### config.mk
export PLATFORM = sky130hd
export DESIGN_NAME = two_way_sorted_merge
export DESIGN_NICKNAME = d
export VERILOG_FILES = /design/src/rtl/twsm_pkg.sv /design/src/rtl/twsm_ram.sv /design/src/rtl/twsm_ctrl.sv /design/src/rtl/two_way_sorted_merge.sv
export SDC_FILE = /design/constraint.sdc
export NUM_CORES = 1
export LEC_CHECK = 0
export BUFFER_PORTS_ARGS = -buffer_cell sky130_fd_sc_hd__buf_2
export CORE_ASPECT_RATIO = 1.2
export CORE_MARGIN = 1
export CORE_UTILIZATION = 49
export CTS_BUF_LIST = sky130_fd_sc_hd__clkbuf_8 sky130_fd_sc_hd__clkbuf_16
export CTS_CLUSTER_SIZE = 12
export DETAILED_ROUTE_END_ITERATION = 16
export GPL_TIMING_DRIVEN = 0
export MAX_ROUTING_LAYER = met4
export SLEW_MARGIN = 0
export SYNTH_ARGS = -nofsm -noshare
export SYNTH_HDL_FRONTEND = slang
export SYNTH_SLANG_ARGS = --single-unit
### constraint.sdc
create_clock -name clock -period 5.5 [get_ports clock]
set_input_delay 1.1 -clock clock [delete_from_list [all_inputs] [get_ports clock]]
set_output_delay 1.1 -clock clock [all_outputs]
set_load 0.1 [all_outputs]
### src/rtl/twsm_pkg.sv
// Shared types and codes for the two-way sorted merge block.
// No dependencies; imported by the controller and the top level.

package twsm_pkg;

   localparam int VALUE_W = 32;
   localparam int OP_W    = 2;

   typedef logic [OP_W-1:0]    op_type;
   typedef logic [VALUE_W-1:0] value_type;

   localparam op_type OP_LOAD_FIRST  = 2'd0;
   localparam op_type OP_LOAD_SECOND = 2'd1;
   localparam op_type OP_MERGE       = 2'd2;

   typedef enum logic [1:0] {
      ST_IDLE  = 2'b01,
      ST_MERGE = 2'b10
   } state_type;

endpackage

### src/rtl/twsm_ram.sv
// Single-write, single-read list buffer with registered read data.
// No package dependencies; instantiated once per list by the top level.

module twsm_ram #(
   parameter int DEPTH  = 16,
   parameter int ADDR_W = 4,
   parameter int DATA_W = 32
) (
   input  logic              clock,
   input  logic              wr_en,
   input  logic [ADDR_W-1:0] wr_addr,
   input  logic [DATA_W-1:0] wr_data,
   input  logic [ADDR_W-1:0] rd_addr,
   output logic [DATA_W-1:0] rd_data
);

   logic [DATA_W-1:0] mem_ff [DEPTH];
   logic [DATA_W-1:0] rd_data_ff;

   always_ff @(posedge clock) begin
      if (wr_en) begin
         mem_ff[wr_addr] <= wr_data;
      end
   end

   always_ff @(posedge clock) begin
      rd_data_ff <= mem_ff[rd_addr];
   end

   assign rd_data = rd_data_ff;

endmodule

### src/rtl/twsm_ctrl.sv
// Load/merge sequencer: list counts, read pointers, head compare and output register.
// Depends on twsm_pkg; drives the two twsm_ram list buffers.

module twsm_ctrl #(
   parameter int LIST_DEPTH = 16,
   parameter int ADDR_W     = 4,
   parameter int CNT_W      = 5
) (
   input  logic                     clock,
   input  logic                     reset,
   input  logic                     req_valid,
   output logic                     req_ready,
   input  twsm_pkg::op_type         req_op,
   input  twsm_pkg::value_type      req_value,
   output logic                     rsp_valid,
   input  logic                     rsp_ready,
   output twsm_pkg::value_type      rsp_value,
   output logic                     rsp_from_second,
   output logic                     rsp_last,
   output logic                     rsp_overflow,
   output logic                     wr_en1,
   output logic                     wr_en2,
   output logic [ADDR_W-1:0]        wr_addr1,
   output logic [ADDR_W-1:0]        wr_addr2,
   output twsm_pkg::value_type      wr_data,
   output logic [ADDR_W-1:0]        rd_addr1,
   output logic [ADDR_W-1:0]        rd_addr2,
   input  twsm_pkg::value_type      rd_data1,
   input  twsm_pkg::value_type      rd_data2
);

   import twsm_pkg::*;

   localparam logic [CNT_W-1:0] FULL_CNT = CNT_W'(LIST_DEPTH);

   state_type        state_ff, state_in;
   logic [CNT_W-1:0] cnt1_ff, cnt1_in;
   logic [CNT_W-1:0] cnt2_ff, cnt2_in;
   logic [CNT_W-1:0] idx1_ff, idx1_in;
   logic [CNT_W-1:0] idx2_ff, idx2_in;
   logic             dropped_ff, dropped_in;
   logic             out_valid_ff, out_valid_in;
   value_type        out_value_ff, out_value_in;
   logic             out_second_ff, out_second_in;
   logic             out_last_ff, out_last_in;
   logic             out_ovf_ff, out_ovf_in;

   logic             accept;
   logic             emit;
   logic             take_first;
   logic             run_last;
   logic [CNT_W:0]   done_cnt;
   logic [CNT_W:0]   total_cnt;

   assign req_ready = (state_ff == ST_IDLE);
   assign accept    = req_valid && req_ready;

   // heads are the registered reads at idx1/idx2
   assign take_first = (idx1_ff < cnt1_ff) &&
                       ((idx2_ff >= cnt2_ff) || ($signed(rd_data1) < $signed(rd_data2)));
   assign emit       = (state_ff == ST_MERGE) && (!out_valid_ff || rsp_ready);
   assign done_cnt   = {1'b0, idx1_ff} + {1'b0, idx2_ff} + (CNT_W+1)'(1);
   assign total_cnt  = {1'b0, cnt1_ff} + {1'b0, cnt2_ff};
   assign run_last   = (done_cnt == total_cnt);

   always_comb begin
      state_in      = state_ff;
      cnt1_in       = cnt1_ff;
      cnt2_in       = cnt2_ff;
      idx1_in       = idx1_ff;
      idx2_in       = idx2_ff;
      dropped_in    = dropped_ff;
      wr_en1        = 1'b0;
      wr_en2        = 1'b0;
      out_valid_in  = out_valid_ff && !rsp_ready;
      out_value_in  = out_value_ff;
      out_second_in = out_second_ff;
      out_last_in   = out_last_ff;
      out_ovf_in    = out_ovf_ff;

      case (state_ff)
         ST_IDLE: begin
            if (accept) begin
               case (req_op)
                  OP_LOAD_FIRST: begin
                     if (cnt1_ff < FULL_CNT) begin
                        wr_en1  = 1'b1;
                        cnt1_in = cnt1_ff + CNT_W'(1);
                     end else begin
                        dropped_in = 1'b1;
                     end
                  end
                  OP_LOAD_SECOND: begin
                     if (cnt2_ff < FULL_CNT) begin
                        wr_en2  = 1'b1;
                        cnt2_in = cnt2_ff + CNT_W'(1);
                     end else begin
                        dropped_in = 1'b1;
                     end
                  end
                  OP_MERGE: begin
                     if ((cnt1_ff != '0) || (cnt2_ff != '0)) begin
                        state_in = ST_MERGE;
                     end
                  end
                  default: begin
                  end
               endcase
            end
         end
         ST_MERGE: begin
            if (emit) begin
               out_valid_in  = 1'b1;
               out_value_in  = take_first ? rd_data1 : rd_data2;
               out_second_in = !take_first;
               out_last_in   = run_last;
               out_ovf_in    = dropped_ff;
               if (take_first) begin
                  idx1_in = idx1_ff + CNT_W'(1);
               end else begin
                  idx2_in = idx2_ff + CNT_W'(1);
               end
               if (run_last) begin
                  state_in   = ST_IDLE;
                  cnt1_in    = '0;
                  cnt2_in    = '0;
                  idx1_in    = '0;
                  idx2_in    = '0;
                  dropped_in = 1'b0;
               end
            end
         end
         default: begin
            state_in = ST_IDLE;
         end
      endcase
   end

   always_ff @(posedge clock) begin
      if (reset) begin
         state_ff     <= ST_IDLE;
         cnt1_ff      <= '0;
         cnt2_ff      <= '0;
         idx1_ff      <= '0;
         idx2_ff      <= '0;
         dropped_ff   <= 1'b0;
         out_valid_ff <= 1'b0;
      end else begin
         state_ff     <= state_in;
         cnt1_ff      <= cnt1_in;
         cnt2_ff      <= cnt2_in;
         idx1_ff      <= idx1_in;
         idx2_ff      <= idx2_in;
         dropped_ff   <= dropped_in;
         out_valid_ff <= out_valid_in;
      end
   end

   always_ff @(posedge clock) begin
      out_value_ff  <= out_value_in;
      out_second_ff <= out_second_in;
      out_last_ff   <= out_last_in;
      out_ovf_ff    <= out_ovf_in;
   end

   // read at the next pointer so the head is ready in the cycle after
   assign rd_addr1 = idx1_in[ADDR_W-1:0];
   assign rd_addr2 = idx2_in[ADDR_W-1:0];
   assign wr_addr1 = cnt1_ff[ADDR_W-1:0];
   assign wr_addr2 = cnt2_ff[ADDR_W-1:0];
   assign wr_data  = req_value;

   assign rsp_valid       = out_valid_ff;
   assign rsp_value       = out_value_ff;
   assign rsp_from_second = out_second_ff;
   assign rsp_last        = out_last_ff;
   assign rsp_overflow    = out_ovf_ff;

   a_ptr_bound: assert property (@(posedge clock) disable iff (reset)
      (idx1_ff <= cnt1_ff) && (idx2_ff <= cnt2_ff))
      else $error("read pointer ran past list count");

   a_idle_ptrs: assert property (@(posedge clock) disable iff (reset)
      (state_ff == ST_IDLE) |-> ((idx1_ff == '0) && (idx2_ff == '0)))
      else $error("read pointers not rewound while idle");

   a_last_clears: assert property (@(posedge clock) disable iff (reset)
      (emit && run_last) |=> ((state_ff == ST_IDLE) && (cnt1_ff == '0) &&
                              (cnt2_ff == '0) && !dropped_ff))
      else $error("final merge word did not empty both lists");

   a_merge_nonempty: assert property (@(posedge clock) disable iff (reset)
      (state_ff == ST_MERGE) |-> (total_cnt != '0))
      else $error("merge running with both lists empty");

   a_no_load_in_merge: assert property (@(posedge clock) disable iff (reset)
      (state_ff == ST_MERGE) |-> (!wr_en1 && !wr_en2))
      else $error("buffer written during merge");

endmodule

### src/rtl/two_way_sorted_merge.sv
// Two-way sorted merge: channels (req_/rsp_), list buffers and merge sequencer.
// Depends on twsm_pkg, twsm_ram and twsm_ctrl.
//
// Usage:
//   req_ channel: tuser carries the op (append to first list, append to second
//   list, start merge), tdata the signed 32-bit value to append. Loads give no
//   word; a load into a full list is dropped and flagged.
//   A start with both lists empty gives nothing. Otherwise the block drops
//   req_tready and emits first_count + second_count words on rsp_, ascending by
//   signed head compare (ties to the second list), tlast on the final word.
//   tuser[1] (overflow) repeats on every word of the run, then clears.
//   Sequence: the accepted start word sets the merge state, then the first word
//   enters the output register and raises rsp_tvalid; one word per cycle follows
//   while rsp_ is not stalled, paced by the single head compare and one read port
//   per list. req_tready stays low until the final word enters the output register.
//   Back-pressure: a stalled rsp_ word is held in the output register and the
//   sequencer waits; loads may be accepted while the final word still waits.
//   Reset (synchronous, active high) empties both lists and clears the flag;
//   buffer contents are not cleared and need no clearing pass.

module two_way_sorted_merge #(
   parameter int LIST_DEPTH = 16
) (
   input  logic        clock,
   input  logic        reset,
   input  logic        req_tvalid,
   output logic        req_tready,
   input  logic [31:0] req_tdata,   // [31:0] value
   input  logic [1:0]  req_tuser,   // [1:0] op
   output logic        rsp_tvalid,
   input  logic        rsp_tready,
   output logic [31:0] rsp_tdata,   // [31:0] merged_value
   output logic [1:0]  rsp_tuser,   // [0] from_second, [1] overflow
   output logic        rsp_tlast
);

   import twsm_pkg::*;

   localparam int ADDR_W = (LIST_DEPTH > 1) ? $clog2(LIST_DEPTH) : 1;
   localparam int CNT_W  = $clog2(LIST_DEPTH + 1);

   logic              wr_en1, wr_en2;
   logic [ADDR_W-1:0] wr_addr1, wr_addr2;
   logic [ADDR_W-1:0] rd_addr1, rd_addr2;
   value_type         wr_data, rd_data1, rd_data2;
   value_type         rsp_value;
   logic              rsp_from_second, rsp_overflow;

   twsm_ram #(
      .DEPTH  (LIST_DEPTH),
      .ADDR_W (ADDR_W),
      .DATA_W (VALUE_W)
   ) u_first_buf (
      .clock   (clock),
      .wr_en   (wr_en1),
      .wr_addr (wr_addr1),
      .wr_data (wr_data),
      .rd_addr (rd_addr1),
      .rd_data (rd_data1)
   );

   twsm_ram #(
      .DEPTH  (LIST_DEPTH),
      .ADDR_W (ADDR_W),
      .DATA_W (VALUE_W)
   ) u_second_buf (
      .clock   (clock),
      .wr_en   (wr_en2),
      .wr_addr (wr_addr2),
      .wr_data (wr_data),
      .rd_addr (rd_addr2),
      .rd_data (rd_data2)
   );

   twsm_ctrl #(
      .LIST_DEPTH (LIST_DEPTH),
      .ADDR_W     (ADDR_W),
      .CNT_W      (CNT_W)
   ) u_ctrl (
      .clock           (clock),
      .reset           (reset),
      .req_valid       (req_tvalid),
      .req_ready       (req_tready),
      .req_op          (op_type'(req_tuser)),
      .req_value       (value_type'(req_tdata)),
      .rsp_valid       (rsp_tvalid),
      .rsp_ready       (rsp_tready),
      .rsp_value       (rsp_value),
      .rsp_from_second (rsp_from_second),
      .rsp_last        (rsp_tlast),
      .rsp_overflow    (rsp_overflow),
      .wr_en1          (wr_en1),
      .wr_en2          (wr_en2),
      .wr_addr1        (wr_addr1),
      .wr_addr2        (wr_addr2),
      .wr_data         (wr_data),
      .rd_addr1        (rd_addr1),
      .rd_addr2        (rd_addr2),
      .rd_data1        (rd_data1),
      .rd_data2        (rd_data2)
   );

   assign rsp_tdata = rsp_value;
   assign rsp_tuser = {rsp_overflow, rsp_from_second};

endmodule

==> results by group, run 1 <==
Die
  – Row count: 122
  – IO Count: 75
  – Die width: 281 um
  – Core Box Area: 92500 sq um
  – Die area: 94900 sq um
  – Starting Density: 49.6%
  – Die H: 337 um

Timing
  – Max Clock Freq: 183 MHz
  – Slew headroom: 27.4%
  – Endpoints failing setup: 0
  – Final clock period utilization by the worst path: 99.2%
  – Final Hold Viols: 0
  – RSZ-0062 raised after global routing: no
  – Final min period: 5.46 ns
  – Final Worst Setup Slack: 0.0413 ns
  – Skew final: 0.0268 ns
  – Final slew viol count: 0
  – Total negative slack: 0 ns
  – Worst-margin pin slew: 1.07 ns

Drt
  – Vias per std cell: 5.59
  – Via count: 25.0k
  – DRT met1 WL: 46600 um
  – Initial DRC Count: 1869
  – Drt drc: 0
  – Post-route ant nets: 1
  – Met2 WL post-DR: 61000 um
  – DRT Pass-1 Iters: 5
  – Routed WL per cell: 25.7 um
  – WL final: 115000 um
  – Top Metal Used: met4
  – WL met3: 4400 um

Cells and area
  – Post-route cell area: 52400 sq um
  – Layout filler cell count: 7276
  – Commonest non-fill, non-tap cell in the layout: edfxtp_1
  – Layout cells sized above 1: 14.5%
  – Nets@finish: 3222
  – Reg area: 33600 sq um
  – Area Growth Syn to Fin: 14.3%
  – Most frequent cells in the layout: 1059 x edfxtp_1, 515 x mux2i_1, 360 x nand2_1, 137 x nand3_1, 133 x buf_2
  – Multi-input logic area: 11500 sq um

Power
  – Worst VDD drop: 0.264 mV
  – Pleak: 0.0175 uW
  – Pwr Density: 327 nW/um^2

Placement
  – DP Area: 49000 sq um
  – Post-DP HPWL: 79400 um
  – Port Buffers: 74
  – Pre-CTS setup slack: 0.147 ns
  – GPL Wtd Cong: 0.877

Logic synthesis
  – Syn Inst Count: 2882
  – Post-synthesis sequential area ratio: 73.1%
  – Fraction of registers with async set/reset: 0%
  – Ys flop type: edfxtp_1
  – Mapped cell area: 45900 sq um
  – YS warnings: 0
  – Net Count, Synth: 2982
  – Post-synth cell types: 58
  – Post-synth EDFFs: 1059
  – Yosys reg bits: 1147
  – Syn Area/Cell: 15.9 sq um

Flow run
  – Max Cap Viol: 0

Worst setup path
  – Slowest stage cell, crit path: o311ai_1
  – Required time worst endpoint: 6.01 ns
  – Arrival time worst endpoint: 5.97 ns
  – Largest stage delay, worst path: 0.89 ns
  – Critical Path Fanout Max: 10
  – CP Launch Type: flop
  – Critical path, cell by cell: ha_1 -> nand2_1 -> o21ai_1 -> a211oi_1 -> o311ai_1 -> a311oi_2 -> o21a_2 -> inv_2 -> buf_6 -> o21ai_1 -> a32oi_1 -> buf_2 -> clkbuf_1 -> nand2_1 -> nand3_1 -> nand3_1
  – Critical path class: reg2reg
  – Critical path endpoint category: flop

Clock network
  – Clk sinks: 1147
  – Hold buffers post-CTS: 0
  – CTS tree: yes
  – Clk slew on worst S/H paths: 0.06 ns
  – CTS H-tree depth: 3
  – Number of setup buffers added after CTS: 0
  – Root Buffer: clkbuf_16
  – Cts bufs inserted: 111
  – Clock buffer depth: 3
  – CTS resizes: 0
  – Clock latency at the later pin of the worst-skew pair: 0.69 ns

Global routing
  – Global-route wire length before repair: 167000 um
  – Pin count of the biggest net entering global routing: 33
  – Gr ovfl total: 0
  – Total GRT Usage: 25.1%
  – Initial antenna violation count: 3
  – Number of global-route vias before repair: 25.7k

Worst hold path
  – HP Class: reg2reg

Outcome
  – Violated checks: antenna rules
  – Status: complete, but fails checks
==> critical path, delay by kind of cell (launching register included) <==
family                   cells  cell delay [ns]
flip-flops                   1             0.37
AO/OA/AOI/OAI                7             2.75
adder cells (fa/ha/maj)      1             0.32
buffers and inverters        4             1.33
AND/OR/NAND/NOR              4             0.49
==> layout make-up <==
type / instances / area share, %
inverter: 53 / 0.379
sequential: 1147 / 64.0
clock buffer: 128 / 5.81
buffer: 150 / 1.57
multi-input combinational: 1532 / 22.0
timing repair buffer: 127 / 2.52
antenna: 11 / 0.0525
tap: 1240 / 2.96
clock inverter: 76 / 0.740
==> cells by family (layout without fill, tap and decap cells) <==
group           count (synthesis)  in the layout  synth area share (%)
mux                           580            580                  12.8
simple gates                  599            599                  5.57
flops                        1147           1147                  73.1
fa+ha+maj                      62             62                  1.72
compound gates                274            274                  4.15
other cells                     0             11                     0
xor+xnor                       17             17                 0.354
buf+inv                       203            534                  2.22
==> state kept, by name, indices dropped and copies added (netlist names) <==
| signal | count |
|---|---|
| u_ctrl.state_ff | 2 |
| u_ctrl.cnt1_ff | 5 |
| u_second_buf.rd_data | 32 |
| u_first_buf.rd_data | 32 |
| u_ctrl.dropped_ff | 1 |
| u_ctrl.rsp_last | 1 |
| u_second_buf.mem_ff | 512 |
| u_ctrl.idx2_ff | 5 |
| u_ctrl.rsp_overflow | 1 |
| u_ctrl.rsp_from_second | 1 |
| u_ctrl.idx1_ff | 5 |
| u_ctrl.cnt2_ff | 5 |
| u_first_buf.mem_ff | 512 |
| u_ctrl.rsp_value | 32 |
| u_ctrl.rsp_valid | 1 |
==> through the flow <==
step           cells  total power, uW  hold slack (ns)  utilization, %
5_1_grt         4454            17600            0.462            56.7
2_1_floorplan   2882             9910            0.409               -
4_1_cts         4453            17200            0.446            56.7
3_3_place_gp    4196            10100            0.420            51.7
3_5_place_dp    4249            10200            0.432            52.9
6_report        4464            17100            0.447            56.7
==> layer usage <==
metal  vias to the layer above  GRT usage, %
met4                         0          7.40
met5                         -             -
met3                       165          2.80
met1                     12700          30.0
met2                       607          44.7
li1                      11500             -
==> synthesized netlist by cell type (10+ instances only) <==
cell | n | area, sq um
edfxtp_1 | 1059 | 31800
mux2i_1 | 515 | 5150
nand2_1 | 360 | 1350
nand3_1 | 137 | 686
dfxtp_1 | 88 | 1760
o211ai_1 | 66 | 495
mux2_2 | 65 | 732
a21oi_1 | 60 | 300
ha_1 | 60 | 751
buf_2 | 59 | 295
clkbuf_1 | 54 | 203
inv_1 | 51 | 191
nor2_1 | 48 | 180
o21ai_0 | 41 | 205
a32oi_1 | 34 | 298
a22oi_1 | 33 | 248
buf_4 | 21 | 158
buf_6 | 14 | 158
xnor2_1 | 14 | 123
nor3_1 | 10 | 50.1
==> worst paths after layout <==
check,startpoint,endpoint,slack (ns),cells past startpoint
max,u_first_buf.rd_data[2]$_DFF_P_,u_second_buf.rd_data[22]$_DFF_P_,0.04,16
min,u_ctrl.dropped_ff$_SDFFE_PP0P_,u_ctrl.rsp_overflow$_DFFE_PP_,0.45,0
max reg2reg,u_first_buf.rd_data[2]$_DFF_P_,u_second_buf.rd_data[22]$_DFF_P_,0.04,16
min reg2reg,u_ctrl.dropped_ff$_SDFFE_PP0P_,u_ctrl.rsp_overflow$_DFFE_PP_,0.45,0
==> report_power, final <==
group / internal [uW] / total [uW] / switching (uW)
Sequential: 9560 / 9580 / 18.5
Combinational: 91.4 / 392 / 300
Clock: 4040 / 7150 / 3110
Total: 13700 / 17100 / 3430
No activity file was read; power rests on OpenSTA's default activity.
==> run 2: changes to the inputs <==
BUFFER_PORTS_ARGS = default   (was -buffer_cell sky130_fd_sc_hd__buf_2)
DONT_BUFFER_PORTS = 1   (was default)
==> results by group, run 2 (synthesis gave the netlist of run 1 again) <==
Cells and area
  – Post-route cell area: 52000 sq um
  – Nets@finish: 3150
  – Area Growth Syn to Fin: 13.4%
  – Most frequent cells in the layout: 1059 x edfxtp_1, 515 x mux2i_1, 360 x nand2_1, 137 x nand3_1, 116 x inv_1
  – Final core occ: 56.3%
  – Commonest non-fill, non-tap cell in the layout: edfxtp_1
  – Top Registers: u_first_buf.mem_ff: 512 flops, u_second_buf.mem_ff: 512 flops
  – Layout cells sized above 1: 12.6%

Power
  – Net Sw Power: 3320 uW
  – Clock power share: 42.0%
  – Power Internal: 13600 uW
  – Reg power frac: 56.5%
  – Combinational share of power: 1.5%
  – Pleak: 0.0172 uW
  – Pwr Density: 326 nW/um^2
  – Tot Pwr: 17000 uW
  – Net Sw Frac: 19.6%
  – Worst VDD drop: 0.242 mV

Worst hold path
  – HP Class: reg2reg
  – HP Start: u_ctrl.dropped_ff$_SDFFE_PP0P_
  – Hold Path Sink: u_ctrl.rsp_overflow$_DFFE_PP_
  – Hold Path Cell Cnt: 0

Worst setup path
  – Crit path launch: u_first_buf.rd_data[2]$_DFF_P_
  – RR Endpoint: u_second_buf.rd_data[22]$_DFF_P_
  – Arrival time worst endpoint: 5.65 ns
  – CP Launch Type: flop
  – Critical path class: reg2reg
  – Largest stage delay, worst path: 0.72 ns
  – Critical path, cell by cell: ha_1 -> nand2_1 -> o21ai_1 -> a211oi_1 -> o311ai_1 -> a311oi_2 -> o21a_2 -> inv_2 -> buf_6 -> o21ai_1 -> a32oi_1 -> buf_2 -> clkbuf_1 -> nand2_1 -> nand3_1 -> nand3_1
  – Slowest stage cell, crit path: o311ai_1
  – Worst r2r path cells: 16
  – Reg2reg setup slack: 0.36 ns
  – Critical path endpoint category: flop
  – Reg-to-Reg Start: u_first_buf.rd_data[2]$_DFF_P_
  – Required time worst endpoint: 6.01 ns
  – Critical Path Fanout Max: 10

Die
  – Row count: 122
  – IO Count: 75
  – Die width: 281 um
  – Core Box Area: 92500 sq um
  – Starting Density: 49.6%
  – Die area: 94900 sq um
  – Die H: 337 um

Outcome
  – Status: completed

Clock network
  – Number of setup buffers added after CTS: 0
  – Clk sinks: 1147
  – CTS tree: yes
  – Cts bufs inserted: 112
  – Root Buffer: clkbuf_16
  – Hold buffers post-CTS: 0
  – Clock latency at the later pin of the worst-skew pair: 0.69 ns
  – Clock buffer depth: 3
  – Clk slew on worst S/H paths: 0.06 ns
  – CTS H-tree depth: 3
  – CTS resizes: 0

Timing
  – Slew headroom: 24.1%
  – Final clock period utilization by the worst path: 93.5%
  – RSZ-0062 raised after global routing: no
  – Total negative slack: 0 ns
  – Hold_ws: 0.437 ns
  – Endpoints failing setup: 0
  – Max Clock Freq: 194 MHz
  – Worst-margin pin slew: 1.14 ns
  – Final min period: 5.14 ns
  – Final Hold Viols: 0
  – Final slew viol count: 0
  – Skew final: 0.0289 ns

Placement
  – Port Buffers: 0
  – Post-DP HPWL: 79300 um
  – GPL Wtd Cong: 0.876
  – DP Area: 48600 sq um

Drt
  – Routed WL per cell: 26.0 um
  – DRT Pass-1 Iters: 8
  – WL met3: 5720 um
  – Vias per std cell: 5.62
  – WL final: 114000 um
  – Met2 WL post-DR: 60200 um
  – Via count: 24.7k
  – Drt drc: 0
  – Initial DRC Count: 1813
  – DRT met1 WL: 45400 um
  – Post-route ant nets: 0
  – Top Metal Used: met4

Global routing
  – Number of global-route vias before repair: 25.5k
  – Gr ovfl total: 0
  – Total GRT Usage: 25.0%
  – Global-route wire length before repair: 166000 um
  – Pin count of the biggest net entering global routing: 33
  – Initial antenna violation count: 4

Flow run
  – Max Cap Viol: 0
==> run 2: how the worst max path moves through the flow <==
stage               slack [ns]  cells past startpoint                                 end
detailed placement        0.25                     16    u_second_buf.rd_data[22]$_DFF_P_
CTS                       0.22                     16    u_second_buf.rd_data[22]$_DFF_P_
global placement         -2.75                      5  u_first_buf.mem_ff[1][4]$_DFFE_PP_
floorplan                 0.35                      5  u_first_buf.mem_ff[3][0]$_DFFE_PP_
global route              0.17                     16     u_first_buf.rd_data[22]$_DFF_P_
finish                    0.36                     16    u_second_buf.rd_data[22]$_DFF_P_
==> run 2: cell type report <==
| cell class | count | area, sq um |
|---|---|---|
| fill | 7365 | 40500 |
| sequential | 1147 | 33600 |
| multi-input combinational | 1532 | 11500 |
| clock buffer | 125 | 2990 |
| tap | 1240 | 1550 |
| timing repair buffer | 54 | 952 |
| buffer | 150 | 821 |
| clock inverter | 85 | 437 |
| inverter | 53 | 199 |
| antenna | 3 | 7.51 |
==> run 2: power groups by stage <==
stage          logic [uW]  clock network, uW  registers (uW)
2_1_floorplan         150                  0            9760
3_3_place_gp          240                  0            9770
3_5_place_dp          255                  0            9770
4_1_cts               256               7210            9580
5_1_grt               276               7570            9580
6_report              254               7130            9580
==> run 2: worst max-delay path: cells and delay by family, from the launching register on <==
kind	cells	cell delay, ns
buffers and inverters	4	1.24
AO/OA/AOI/OAI	7	2.45
AND/OR/NAND/NOR	4	0.56
flip-flops	1	0.37
adder cells (fa/ha/maj)	1	0.33
==> run 2: metal layers <==
metal / vias to the layer above / track usage, %
met3: 179 / 3.46
met4: 0 / 7.05
met1: 12600 / 29.8
met5: - / -
met2: 638 / 44.3
li1: 11300 / -
==> run 2: through the flow <==
step	worst slack, ns	instances
floorplan	0.346	2882
global placement	-2.75	4122
detailed placement	0.246	4176
CTS	0.225	4386
global route	0.172	4386
finish	0.356	4389
